[src/rtl/core/bmc_pkg.sv]
`timescale 1ns / 1ps
`default_nettype none
// ----------------------------------------------------------------------------
// bmc_pkg
// Shared types and constants for the BGP message classifier: header offsets,
// message type codes, result classes and the records passed between stages.
// ----------------------------------------------------------------------------
package bmc_pkg;

  // header byte offsets (big-endian fields)
  localparam logic [15:0] OFF_LEN_HI    = 16'd16;
  localparam logic [15:0] OFF_LEN_LO    = 16'd17;
  localparam logic [15:0] OFF_TYPE      = 16'd18;
  localparam logic [15:0] OFF_WDR_HI    = 16'd19;
  localparam logic [15:0] OFF_WDR_LO    = 16'd20;
  localparam logic [16:0] OFF_ATTR_BASE = 17'd21;
  localparam logic [16:0] SHORT_MAX_LEN = 17'd18;
  localparam logic [16:0] UPD_MIN_LEN   = 17'd23;
  localparam logic [15:0] OFFSET_MAX    = 16'hFFFF;

  // message type codes
  localparam logic [7:0] TYPE_OPEN      = 8'd1;
  localparam logic [7:0] TYPE_UPDATE    = 8'd2;
  localparam logic [7:0] TYPE_NOTIF     = 8'd3;
  localparam logic [7:0] TYPE_KEEPALIVE = 8'd4;

  localparam int NUM_CLASSES = 12;
  localparam int CLASS_W     = 4;
  localparam int COUNT_W     = 32;

  typedef enum logic [CLASS_W-1:0] {
    CLS_OPEN       = 4'd0,
    CLS_EOR        = 4'd1,
    CLS_WITHDRAW   = 4'd2,
    CLS_MPBGP      = 4'd3,
    CLS_UPDATE     = 4'd4,
    CLS_MIXED      = 4'd5,
    CLS_NOTIF      = 4'd6,
    CLS_KEEPALIVE  = 4'd7,
    CLS_BADTYPE    = 4'd8,
    CLS_LENMISMATCH = 4'd9,
    CLS_SHORT      = 4'd10,
    CLS_BADUPDATE  = 4'd11
  } msg_class_t;

  // header fields of one finished message
  typedef struct packed {
    logic [16:0] len;
    logic [15:0] decl_len;
    logic [7:0]  mtype;
    logic [15:0] wdr_len;
    logic [15:0] attr_len;
  } msg_sum_t;

  // classification of one message
  typedef struct packed {
    msg_class_t cls;
    logic       plain_upd;
    logic       no_nlri;
  } cls_res_t;

endpackage

`default_nettype wire

[src/rtl/core/bgp_message_classifier_unit.sv]
`timescale 1ns / 1ps
`default_nettype none
// ----------------------------------------------------------------------------
// bgp_message_classifier_unit
// Byte-stream BGP-4 message header parser and classifier with counters.
// ----------------------------------------------------------------------------
// Takes one message byte per beat, marker first, with tlast on the final
// byte, and emits one result beat per message carrying its class, the update
// flags, the running message count and the running count for that class.
// A byte can be taken every cycle while the result side keeps up; after the
// last byte of a message is accepted, its result beat passes through the
// summary register, then the class register, then the counter and output
// register. With the output stalled, up to three finished messages are held
// before the input stalls. Bytes other than the last produce no result beat.
module bgp_message_classifier_unit
  import bmc_pkg::*;
(
  input  wire logic        clk,
  input  wire logic        rst,
  input  wire logic        s_tvalid,
  output logic             s_tready,
  input  wire logic [7:0]  s_tdata,   // [7:0] data_byte
  input  wire logic        s_tlast,   // last_byte
  output logic             m_tvalid,
  input  wire logic        m_tready,
  output logic [71:0]      m_tdata    // [3:0] msg_class, [4] plain_upd, [5] no_nlri,
                                      // [37:6] msg_number, [69:38] class_total, [71:70] 0
);

  logic     sum_valid;
  logic     sum_ready;
  msg_sum_t sum;
  logic     res_valid;
  logic     res_ready;
  cls_res_t res;
  cls_res_t out_res;
  logic [COUNT_W-1:0] out_number;
  logic [COUNT_W-1:0] out_total;

  // header capture
  bmc_capture u_capture (
    .clk       (clk),
    .rst       (rst),
    .in_valid  (s_tvalid),
    .in_ready  (s_tready),
    .in_byte   (s_tdata),
    .in_last   (s_tlast),
    .sum_valid (sum_valid),
    .sum_ready (sum_ready),
    .sum       (sum)
  );

  // classification
  bmc_classify u_classify (
    .clk       (clk),
    .rst       (rst),
    .sum_valid (sum_valid),
    .sum_ready (sum_ready),
    .sum       (sum),
    .res_valid (res_valid),
    .res_ready (res_ready),
    .res       (res)
  );

  // counters and output register
  bmc_count u_count (
    .clk        (clk),
    .rst        (rst),
    .res_valid  (res_valid),
    .res_ready  (res_ready),
    .res        (res),
    .out_valid  (m_tvalid),
    .out_ready  (m_tready),
    .out_res    (out_res),
    .out_number (out_number),
    .out_total  (out_total)
  );

  // result beat packing
  assign m_tdata = {2'b00, out_total, out_number, out_res.no_nlri, out_res.plain_upd,
                    out_res.cls};

  // update flag only on a plain update
  a_update_flag: assert property (@(posedge clk) disable iff (rst)
    (m_tvalid && m_tdata[4]) |-> (m_tdata[3:0] == CLS_UPDATE))
    else $error("update flag set on a non-update class");

  // no-nlri flag only on a mixed update
  a_no_nlri_flag: assert property (@(posedge clk) disable iff (rst)
    (m_tvalid && m_tdata[5]) |-> (m_tdata[3:0] == CLS_MIXED))
    else $error("no_nlri set on a non-mixed class");

  // class code in range
  a_class_range: assert property (@(posedge clk) disable iff (rst)
    m_tvalid |-> (m_tdata[3:0] <= CLS_BADUPDATE))
    else $error("class code out of range");

  // an empty output register never blocks the input
  a_no_block: assert property (@(posedge clk) disable iff (rst)
    !m_tvalid |-> s_tready)
    else $error("input stalled while output register empty");

endmodule

`default_nettype wire

[src/rtl/core/bmc_capture.sv]
`timescale 1ns / 1ps
`default_nettype none
// ----------------------------------------------------------------------------
// bmc_capture
// Tracks the byte offset, captures the header fields as bytes go by and
// registers a summary of the message on its last byte.
// ----------------------------------------------------------------------------
module bmc_capture
  import bmc_pkg::*;
(
  input  wire logic     clk,
  input  wire logic     rst,
  input  wire logic     in_valid,
  output logic          in_ready,
  input  wire logic [7:0] in_byte,
  input  wire logic     in_last,
  output logic          sum_valid,
  input  wire logic     sum_ready,
  output msg_sum_t      sum
);

  logic [15:0] byte_offset;
  logic [15:0] decl_len;
  logic [7:0]  mtype;
  logic [15:0] wdr_len;
  logic [15:0] attr_len;

  logic [15:0] decl_len_next;
  logic [7:0]  mtype_next;
  logic [15:0] wdr_len_next;
  logic [15:0] attr_len_next;
  logic [16:0] off_ext;
  logic [16:0] attr_pos;
  logic        accept;

  assign in_ready = !sum_valid || sum_ready;
  assign accept   = in_valid && in_ready;
  assign off_ext  = {1'b0, byte_offset};
  assign attr_pos = OFF_ATTR_BASE + {1'b0, wdr_len};

  // field capture for the current byte
  always_comb begin
    decl_len_next = decl_len;
    mtype_next    = mtype;
    wdr_len_next  = wdr_len;
    attr_len_next = attr_len;
    if (byte_offset == OFF_LEN_HI) begin
      decl_len_next = {in_byte, decl_len[7:0]};
    end else if (byte_offset == OFF_LEN_LO) begin
      decl_len_next = {decl_len[15:8], in_byte};
    end else if (byte_offset == OFF_TYPE) begin
      mtype_next = in_byte;
    end else if (mtype == TYPE_UPDATE) begin
      if (byte_offset == OFF_WDR_HI) begin
        wdr_len_next = {in_byte, wdr_len[7:0]};
      end else if (byte_offset == OFF_WDR_LO) begin
        wdr_len_next = {wdr_len[15:8], in_byte};
      end else if (off_ext == attr_pos) begin
        attr_len_next = {in_byte, attr_len[7:0]};
      end else if (off_ext == attr_pos + 17'd1) begin
        attr_len_next = {attr_len[15:8], in_byte};
      end
    end
  end

  // per-message state, cleared after the last byte
  always_ff @(posedge clk) begin
    if (rst) begin
      byte_offset <= '0;
      decl_len    <= '0;
      mtype       <= '0;
      wdr_len     <= '0;
      attr_len    <= '0;
    end else if (accept) begin
      if (in_last) begin
        byte_offset <= '0;
        decl_len    <= '0;
        mtype       <= '0;
        wdr_len     <= '0;
        attr_len    <= '0;
      end else begin
        if (byte_offset != OFFSET_MAX) begin
          byte_offset <= byte_offset + 16'd1;
        end
        decl_len <= decl_len_next;
        mtype    <= mtype_next;
        wdr_len  <= wdr_len_next;
        attr_len <= attr_len_next;
      end
    end
  end

  // summary register valid
  always_ff @(posedge clk) begin
    if (rst) begin
      sum_valid <= 1'b0;
    end else if (accept && in_last) begin
      sum_valid <= 1'b1;
    end else if (sum_ready) begin
      sum_valid <= 1'b0;
    end
  end

  // summary payload
  always_ff @(posedge clk) begin
    if (accept && in_last) begin
      sum.len      <= off_ext + 17'd1;
      sum.decl_len <= decl_len_next;
      sum.mtype    <= mtype_next;
      sum.wdr_len  <= wdr_len_next;
      sum.attr_len <= attr_len_next;
    end
  end

endmodule

`default_nettype wire

[src/rtl/core/bmc_classify.sv]
`timescale 1ns / 1ps
`default_nettype none
// ----------------------------------------------------------------------------
// bmc_classify
// Checks the summary of a finished message and registers its class and the
// update flags.
// ----------------------------------------------------------------------------
module bmc_classify
  import bmc_pkg::*;
(
  input  wire logic     clk,
  input  wire logic     rst,
  input  wire logic     sum_valid,
  output logic          sum_ready,
  input  wire msg_sum_t sum,
  output logic          res_valid,
  input  wire logic     res_ready,
  output cls_res_t      res
);

  logic [17:0] need;
  logic [17:0] len_ext;
  logic        too_short_upd;
  logic        nlri_zero;
  cls_res_t    res_next;

  assign sum_ready = !res_valid || res_ready;
  assign len_ext   = {1'b0, sum.len};
  assign need      = {1'b0, UPD_MIN_LEN} + {2'b0, sum.wdr_len} + {2'b0, sum.attr_len};
  assign too_short_upd = len_ext < need;
  // nlri length is zero exactly when the message ends at the attributes
  assign nlri_zero = len_ext == need;

  // class decision
  always_comb begin
    res_next.cls       = CLS_BADTYPE;
    res_next.plain_upd = 1'b0;
    res_next.no_nlri   = 1'b0;
    if (sum.len <= SHORT_MAX_LEN) begin
      res_next.cls = CLS_SHORT;
    end else if (sum.len != {1'b0, sum.decl_len}) begin
      res_next.cls = CLS_LENMISMATCH;
    end else begin
      unique case (sum.mtype)
        TYPE_OPEN:      res_next.cls = CLS_OPEN;
        TYPE_NOTIF:     res_next.cls = CLS_NOTIF;
        TYPE_KEEPALIVE: res_next.cls = CLS_KEEPALIVE;
        TYPE_UPDATE: begin
          if (too_short_upd) begin
            res_next.cls = CLS_BADUPDATE;
          end else if (sum.len == UPD_MIN_LEN) begin
            res_next.cls = CLS_EOR;
          end else if (sum.attr_len == 16'd0) begin
            res_next.cls = nlri_zero ? CLS_WITHDRAW : CLS_BADUPDATE;
          end else if (sum.wdr_len == 16'd0) begin
            if (nlri_zero) begin
              res_next.cls = CLS_MPBGP;
            end else begin
              res_next.cls       = CLS_UPDATE;
              res_next.plain_upd = 1'b1;
            end
          end else begin
            res_next.cls     = CLS_MIXED;
            res_next.no_nlri = nlri_zero;
          end
        end
        default:        res_next.cls = CLS_BADTYPE;
      endcase
    end
  end

  // result register valid
  always_ff @(posedge clk) begin
    if (rst) begin
      res_valid <= 1'b0;
    end else if (sum_valid && sum_ready) begin
      res_valid <= 1'b1;
    end else if (res_ready) begin
      res_valid <= 1'b0;
    end
  end

  // result payload
  always_ff @(posedge clk) begin
    if (sum_valid && sum_ready) begin
      res <= res_next;
    end
  end

endmodule

`default_nettype wire

[src/rtl/core/bmc_count.sv]
`timescale 1ns / 1ps
`default_nettype none
// ----------------------------------------------------------------------------
// bmc_count
// Keeps the wrapping message and per-class counters and holds the output
// register for the result beat.
// ----------------------------------------------------------------------------
module bmc_count
  import bmc_pkg::*;
(
  input  wire logic     clk,
  input  wire logic     rst,
  input  wire logic     res_valid,
  output logic          res_ready,
  input  wire cls_res_t res,
  output logic          out_valid,
  input  wire logic     out_ready,
  output cls_res_t      out_res,
  output logic [COUNT_W-1:0] out_number,
  output logic [COUNT_W-1:0] out_total
);

  logic [COUNT_W-1:0] message_total;
  logic [COUNT_W-1:0] class_counters [NUM_CLASSES];
  logic [COUNT_W-1:0] total_next;
  logic [COUNT_W-1:0] class_next;
  logic [CLASS_W-1:0] cls_idx;
  logic               take;

  assign res_ready  = !out_valid || out_ready;
  assign take       = res_valid && res_ready;
  assign cls_idx    = res.cls;
  assign total_next = message_total + 32'd1;
  assign class_next = class_counters[cls_idx] + 32'd1;

  // counters
  always_ff @(posedge clk) begin
    if (rst) begin
      message_total <= '0;
      for (int i = 0; i < NUM_CLASSES; i++) begin
        class_counters[i] <= '0;
      end
    end else if (take) begin
      message_total           <= total_next;
      class_counters[cls_idx] <= class_next;
    end
  end

  // output register valid
  always_ff @(posedge clk) begin
    if (rst) begin
      out_valid <= 1'b0;
    end else if (take) begin
      out_valid <= 1'b1;
    end else if (out_ready) begin
      out_valid <= 1'b0;
    end
  end

  // output payload
  always_ff @(posedge clk) begin
    if (take) begin
      out_res    <= res;
      out_number <= total_next;
      out_total  <= class_next;
    end
  end

endmodule

`default_nettype wire

[config.mk]
export PLATFORM = sky130hd
export DESIGN_NAME = bgp_message_classifier_unit
export DESIGN_NICKNAME = d
export VERILOG_FILES = /design/src/rtl/core/bmc_pkg.sv /design/src/rtl/core/bgp_message_classifier_unit.sv /design/src/rtl/core/bmc_capture.sv /design/src/rtl/core/bmc_classify.sv /design/src/rtl/core/bmc_count.sv
export SDC_FILE = /design/constraint.sdc
export NUM_CORES = 1
export LEC_CHECK = 0
export BUFFER_PORTS_ARGS = -buffer_cell sky130_fd_sc_hd__buf_2
export CAP_MARGIN = 30
export CORE_MARGIN = 2
export CORE_UTILIZATION = 35
export CTS_BUF_LIST = sky130_fd_sc_hd__clkbuf_4 sky130_fd_sc_hd__clkbuf_8 sky130_fd_sc_hd__clkbuf_16
export DETAILED_ROUTE_END_ITERATION = 8
export PLACE_DENSITY_LB_ADDON = 0.2
export SLEW_MARGIN = 10
export SYNTH_ARGS = -nofsm -noshare
export SYNTH_HDL_FRONTEND = slang
export SYNTH_SLANG_ARGS = --single-unit
[constraint.sdc]
create_clock -name clk -period 4.3 [get_ports clk]
set_input_delay 0.43 -clock clk [delete_from_list [all_inputs] [get_ports clk]]
set_output_delay 0.43 -clock clk [all_outputs]
set_load 0.05 [all_outputs]
==> qor.yml, run 1 <==
yosys:
  synth-edff-count: 661
  synth-seq-cells: 768
  avgSynthCellArea_um2: 13.7
  ys_warn_count: 0
  synthCells: 2569
  synthFlopType: "edfxtp_1"
  synth.cell_area_um2: 35300
  ys_types: 82
  synth-seq-area-share_pct: 62.3
  synthArstFlopShare_pct: 0
cts:
  cts-buffers-inserted: 83
  clock-sinks: 768
  ctsHoldBuffers: 0
  htree_levels: 3
  clock_latency_ns: 0.66
  clkSlewWorstSetupHoldPaths_ns: 0.06
  cts_tree: "built"
  cts_root_buf: "clkbuf_16"
  cts_buffer_depth: 3
cells_and_area:
  fill_cells: 9172
  final_util_pct: 40.9
  layoutNonFillerInstCount: 4117
  antenna_cells: 0
  drive_gt1_share_pct: 23.6
  area_delta_synth_final_pct: 16.1
  nNetsFinal: 2807
setup_path:
  rrSetupSlack_ns: -0.13
  crit_chain: "buf_6, o31a_1, o21a_1, nand4_1, xnor2_1, ha_1, nand3_2, a21oi_2, nor3_4, o41ai_2, a21oi_1, xor2_1, ha_1, nand4_1, buf_4, nor2_1, nand3_1, a21bo_2, a211o_1"
  reg2reg_depth: 19
  slowest_delay_ns: 0.43
  cpMaxStageDelayCell: "edfxtp_1"
  crit_fanout: 4
  path_class: "register to register"
  startpoint: "u_capture.sum[17]$_DFFE_PP_"
  start_kind: "register"
  arrival_ns: 4.82
  crit_family: "compound AO/OA/AOI/OAI gates"
  cp.required_ns: 4.69
  r2r_end: "u_classify.res[5]$_SDFFCE_PP1P_"
  critical_path_buf_inv_count: 2
  r2r_start: "u_capture.sum[17]$_DFFE_PP_"
  worstSetupEndpointType: "register"
floorplan:
  coreArea_um2: 100000
  rows: 116
  die_area_um2: 103000
  start_util_pct: 35.3
  ioPinCount: 87
  die_h_um: 321
  die_width_um: 321
routing:
  drc: 0
  viasPerCell: 5.29
  initialDrtViolationCount: 1846
  num_vias: 21800
  drt-total-wl_mm: 94.6
  first_pass_iters: 5
  ant_nets: 0
  wire_per_inst_um: 23.0
timing:
  setup_violations: 4
  rsz0062_at_grt: "true"
  slew_headroom_pct: 40.0
  final_max_slew_viol_count: 0
  worst_pin_slew_ns: 0.900
  hold_viol: 0
  finalCriticalPeriod_ns: 4.43
  setup_ws_ns: -0.130
  finClkSkew_ns: 0.0540
  finalCritPeriodShare_pct: 103
  fmax_mhz: 226
global_routing:
  grt_overflow: 0
  grt_pass1_wl_mm: 142
  grt_max_degree: 74
  grt_pass1_vias: 22400
  antenna_found_initial: 1
  grt_use_total_pct: 18.4
power:
  p_comb_share_pct: 4.8
  power.leakage_nw: 15.0
  power.internal_w: 0.0126
  p_seq_share_pct: 51.2
  p_sw_share_pct: 22.1
  p_clk_share_pct: 43.9
  p_per_area_nw_per_um2: 395
  netSwitchingPower_w: 0.00356
  ir_drop_mv: 0.275
placed_design:
  place_hpwl_mm: 58.5
  gp_congestion: 0.855
  placedCellCount: 3933
  io_buffers: 84
run_status:
  outcome: "finished with violations"
  violations: "negative setup slack"
job:
  cap_violations: 0
worst_hold_path:
  min_from: "m_tready"
  hold_path.class: "input pin to register"
  min_to: "u_count.out_valid$_SDFFE_PP0P_"
  hold_depth: 4
-- how the worst max path moves through the flow --
stage                                                    to  slack, ns  depth (start not counted)
finish                      u_classify.res[5]$_SDFFCE_PP1P_      -0.13                         19
global route                u_classify.res[5]$_SDFFCE_PP1P_      -0.40                         21
CTS                         u_classify.res[2]$_SDFFCE_PP0P_      -0.15                         22
detailed placement          u_classify.res[2]$_SDFFCE_PP0P_      -0.46                         22
global placement            u_classify.res[5]$_SDFFCE_PP1P_      -0.29                         22
floorplan           u_count.class_counters[13][0]$_DFFE_PP_     -0.001                          6
-- logic make-up after synthesis --
kind of cell,Yosys count,share of synthesized area [%]
AO/OA/AOI/OAI,217,4.04
other,1,0.0106
multiplexers,205,12.0
flip-flops,768,62.3
AND/OR/NAND/NOR,913,11.7
buffers and inverters,239,3.55
adder cells (fa/ha/maj),43,1.55
XOR/XNOR,183,4.75
-- repair_timing --
item	4_1_cts	5_1_grt
endpoints found under the hold margin	0	0
setup endpoints to repair	6	6
pin swaps	24	35
buffers inserted	24	6
gates resized for setup	26	38
-- cells in the final DEF, fill, tap and decap left out, types with 52 or more instances in the layout --
cell       synthesis  final
mux4_2           125    125
buf_2             29     84
xor2_1            92     92
xnor2_1           83     83
edfxtp_1         661    661
clkbuf_16          0     85
nand2_1          106    106
buf_4             22    157
inv_1             68     65
dfxtp_1          107    107
nor2_1           527    526
a22oi_1           52     52
-- stage by stage --
step                      instance area (µm²)  setup slack, ns  setup TNS, ns  hold WS (ns)  power [W]
after CTS                               40700           -0.153         -0.370        0.0702     0.0163
after global routing                    40900           -0.401          -1.76         0.161     0.0167
after detailed placement                37700           -0.456          -1.97         0.473    0.00918
final                                   40900           -0.130         -0.418         0.112     0.0162
after floorplan                         35300         -0.00109        -0.0349         0.400    0.00887
after global placement                  37700           -0.288          -1.35         0.465    0.00916
-- power by group through the flow --
| stage | registers [W] | clock network [W] | logic, W |
|---|---|---|---|
| floorplan | 0.00844 | 0 | 0.000435 |
| global placement | 0.00843 | 0 | 0.000736 |
| detailed placement | 0.00844 | 0 | 0.000746 |
| CTS | 0.00828 | 0.00727 | 0.000770 |
| global route | 0.00829 | 0.00755 | 0.000845 |
| finish | 0.00828 | 0.00710 | 0.000784 |
-- worst min-delay path: cells and delay by family --
family                 cells  cell delay [ns]
and+or+nand+nor            3             0.20
buffers and inverters      1             0.08
-- sequential cells by signal, summed over array words and instances (netlist names), 16 cells and up --
signal / cells
u_count.class_counters: 512
u_capture.byte_offset: 16
u_capture.attr_len: 16
u_count.out_number: 32
u_capture.sum: 73
u_count.message_total: 32
u_capture.wdr_len: 16
u_capture.decl_len: 16
u_count.out_total: 32
-- final cells by class --
type / instances / area, µm² / share of cell area, %
Tap cell: 1298 / 1620 / 3.97
Clock buffer: 109 / 2340 / 5.71
Sequential cell: 768 / 22000 / 53.7
Clock inverter: 44 / 388 / 0.947
Inverter: 73 / 277 / 0.675
Multi-Input combinational cell: 1563 / 12300 / 30.1
Timing Repair Buffer: 262 / 1980 / 4.84
-- cell usage after synthesis (14+ instances only) --
cell type	n	area share, %
a21oi_1	48	0.68
a22oi_1	52	1.1
and3_1	36	0.64
buf_2	29	0.41
buf_4	22	0.47
clkbuf_1	84	0.89
dfxtp_1	107	6.1
edfxtp_1	661	56
ha_1	42	1.5
inv_1	68	0.72
mux2_2	43	1.4
mux4_1	35	2.6
mux4_2	125	8.0
nand2_1	106	1.1
nand2b_1	27	0.48
nand3_1	46	0.65
nand4_1	23	0.41
nor2_1	527	5.6
nor3_1	37	0.53
nor4_1	22	0.39
o21ai_0	51	0.72
or3_1	14	0.25
xnor2_1	83	2.1
xor2_1	92	2.3
-- per-layer routing --
metal / global-route usage [%] / vias to the layer above / share of wire [%]
met5: 0 / - / 0.012
met3: 3.57 / 143 / 6.1
met2: 29.5 / 613 / 47
met4: 5.20 / 2 / 2.4
met1: 25.4 / 11100 / 45
li1: - / 9867 / -
Note: power is estimated with default switching activity, not from simulation.
==> inputs of run 2 (changes only) <==
--- a/config.mk
+++ b/config.mk
@@ -11,8 +11,8 @@
 export CORE_UTILIZATION = 35
 export CTS_BUF_LIST = sky130_fd_sc_hd__clkbuf_4 sky130_fd_sc_hd__clkbuf_8 sky130_fd_sc_hd__clkbuf_16
 export DETAILED_ROUTE_END_ITERATION = 8
+export GPL_TIMING_DRIVEN = 0
 export PLACE_DENSITY_LB_ADDON = 0.2
-export SLEW_MARGIN = 10
 export SYNTH_ARGS = -nofsm -noshare
 export SYNTH_HDL_FRONTEND = slang
 export SYNTH_SLANG_ARGS = --single-unit
==> run 2 against run 1 <==
The flow still finishes with violations (negative setup slack). Setup slack got worse by 0.16 ns. Flip-flop and latch count did not move. Non-clock buffer count rose by 44. Clock power rose by 5.2%. Via count rose by 1.6%. Worst hold slack got worse by 0.00087 ns. Register-to-register slack got worse by 0.16 ns. Total power rose by 2.2%. Sequential share of layout area fell by 0.62 points.
==> qor.yml, run 2 (synthesis gave the netlist of run 1 again) <==
run_status:
  outcome: "finished with violations"
  violations: "negative setup slack"
floorplan:
  ioPinCount: 87
  die_h_um: 321
  die_area_um2: 103000
  coreArea_um2: 100000
  start_util_pct: 35.3
  rows: 116
  die_width_um: 321
setup_path:
  path_common_cell: "a21oi_2"
  worstSetupEndpointType: "register"
  crit_fanout: 3
  cp.required_ns: 4.74
  cpMaxStageDelayCell: "edfxtp_1"
  start_kind: "register"
  slowest_delay_ns: 0.43
  arrival_ns: 5.04
  crit_chain: "inv_2, buf_6, ha_4, inv_2, fa_2, nor2b_4, o21ai_2, a21oi_2, o21a_1, o21ai_2, a21oi_2, nor3_4, o41ai_2, a21oi_1, xor2_1, ha_2, nand4_1, nor3_1, nand4_1, nor3_2, a21oi_2, mux2i_1, a311oi_2"
  path_class: "register to register"
  reg2reg_depth: 23
cells_and_area:
  regArea_um2: 22000
  drive_gt1_share_pct: 22.4
  multiInputGateArea_um2: 12500
  area_delta_synth_final_pct: 17.4
  final_util_pct: 41.4
  reg_top3: "u_count.class_counters (512), u_capture.sum (73)"
  largest_reg_flops: 512
  largest-register: "u_count.class_counters"
  fill_cells: 9144
  nNetsFinal: 2851
  final_common_cell: "edfxtp_1"
  layout_common_cells: "edfxtp_1 (661), nor2_1 (523), mux4_2 (125)"
  antenna_cells: 0
cts:
  clock_latency_ns: 0.66
  cts-buffers-inserted: 83
  cts_buffer_depth: 3
  htree_levels: 3
  cts_tree: "built"
  clkSlewWorstSetupHoldPaths_ns: 0.06
  ctsHoldBuffers: 0
  cts_root_buf: "clkbuf_16"
  clock-sinks: 768
global_routing:
  antenna_found_initial: 3
  grt_pass1_wl_mm: 144
  grt_pass1_vias: 22300
  grt_overflow: 0
  grt_use_total_pct: 18.8
  grt_max_degree: 74
power:
  p_per_area_nw_per_um2: 399
  ir_drop_mv: 0.262
  power.leakage_nw: 15.0
routing:
  viasPerCell: 5.32
  first_pass_iters: 7
  drt-total-wl_mm: 97.6
  initialDrtViolationCount: 1979
  ant_nets: 0
  drc: 0
  wire_per_inst_um: 23.5
  num_vias: 22100
worst_hold_path:
  hold_depth: 4
  hold_path.class: "input pin to register"
timing:
  fmax_mhz: 218
  final_max_slew_viol_count: 0
  slew_headroom_pct: 35.5
  setup_ws_ns: -0.292
  finalCritPeriodShare_pct: 107
  setup_violations: 4
  finalCriticalPeriod_ns: 4.59
  worst_pin_slew_ns: 0.968
  finClkSkew_ns: 0.0496
  hold_viol: 0
  rsz0062_at_grt: "true"
placed_design:
  io_buffers: 84
  gp_congestion: 0.818
  dpl_worst_slack_ns: -0.614
  place_hpwl_mm: 65.5
job:
  cap_violations: 0
[run 2: changes by cell type in the layout (fill, tap and decap cells not counted), moves of 4 or more]
cell,previous run,this run
buf_4,157,49
clkbuf_1,0,81
buf_2,84,111
buf_6,4,22
clkinv_1,17,8
buf_12,15,21
dlygate4sd1_1,0,6
buf_16,1,6
bufinv_16,4,9
nor3_2,9,4
clkinv_2,12,16
[run 2: per-layer routing]
metal  GRT usage (%)  vias to the layer above  share of wire (%)
met5               0                        -              0.011
met4            5.31                        2                2.3
met3            3.50                      136                6.4
met2            30.6                      661                 47
met1            25.7                    11300                 44
li1                -                     9971                  -
[run 2: timing repair]
| action | CTS | global route |
|---|---|---|
| gates resized for setup | 37 | 61 |
| pin swaps | 25 | 38 |
| setup endpoints to repair | 551 | 217 |
| setup buffers | 17 | 15 |
[run 2: cell type report]
type,instances,area share (%)
Sequential cell,768,53.1
Multi-Input combinational cell,1563,30.1
Clock buffer,111,5.71
Tap cell,1298,3.92
Timing Repair Buffer,142,2.90
Buffer,164,2.38
Clock inverter,41,1.23
Inverter,73,0.668
[run 2: critical path, delay by kind of cell (launching register included)]
| kind | cells | cell delay (ns) |
|---|---|---|
| XOR/XNOR | 1 | 0.22 |
| buffers and inverters | 3 | 0.24 |
| AND/OR/NAND/NOR | 6 | 0.87 |
| AO/OA/AOI/OAI | 9 | 1.58 |
| multiplexers | 1 | 0.14 |
| flip-flops | 1 | 0.43 |
| adder cells (fa/ha/maj) | 3 | 0.87 |
[run 2: worst paths after layout]
check | startpoint | end | slack (ns)
setup / recovery | u_capture.sum[16]$_DFFE_PP_ | u_classify.res[2]$_SDFFCE_PP0P_ | -0.29
hold / removal | m_tready | u_count.out_valid$_SDFFE_PP0P_ | 0.11
setup reg to reg | u_capture.sum[16]$_DFFE_PP_ | u_classify.res[2]$_SDFFCE_PP0P_ | -0.29
hold reg to reg | u_capture.attr_len[0]$_SDFFE_PP0P_ | u_capture.attr_len[0]$_SDFFE_PP0P_ | 0.48
[run 2: power by group]
| part | switching (W) | leakage, nW | total [W] | internal [W] |
|---|---|---|---|---|
| Combinational | 0.000501 | 6.15 | 0.000771 | 0.000270 |
| Sequential | 0.0000576 | 7.46 | 0.00828 | 0.00822 |
| Clock | 0.00303 | 1.43 | 0.00747 | 0.00444 |
| Total | 0.00358 | 15.0 | 0.0165 | 0.0129 |
[run 2: stage by stage]
stage / cells / hold slack, ns / total power [W] / area, µm² / TNS (ns)
after floorplan: 2570 / 0.400 / 0.00887 / 35300 / -0.0349
after global placement: 3952 / 0.468 / 0.00912 / 37300 / -1005.56
after detailed placement: 3980 / 0.471 / 0.00916 / 37900 / -63.19
after CTS: 4148 / 0.0774 / 0.0166 / 41100 / -0.817
after global routing: 4160 / 0.146 / 0.0170 / 41400 / -1.92
final: 4160 / 0.111 / 0.0165 / 41400 / -0.600
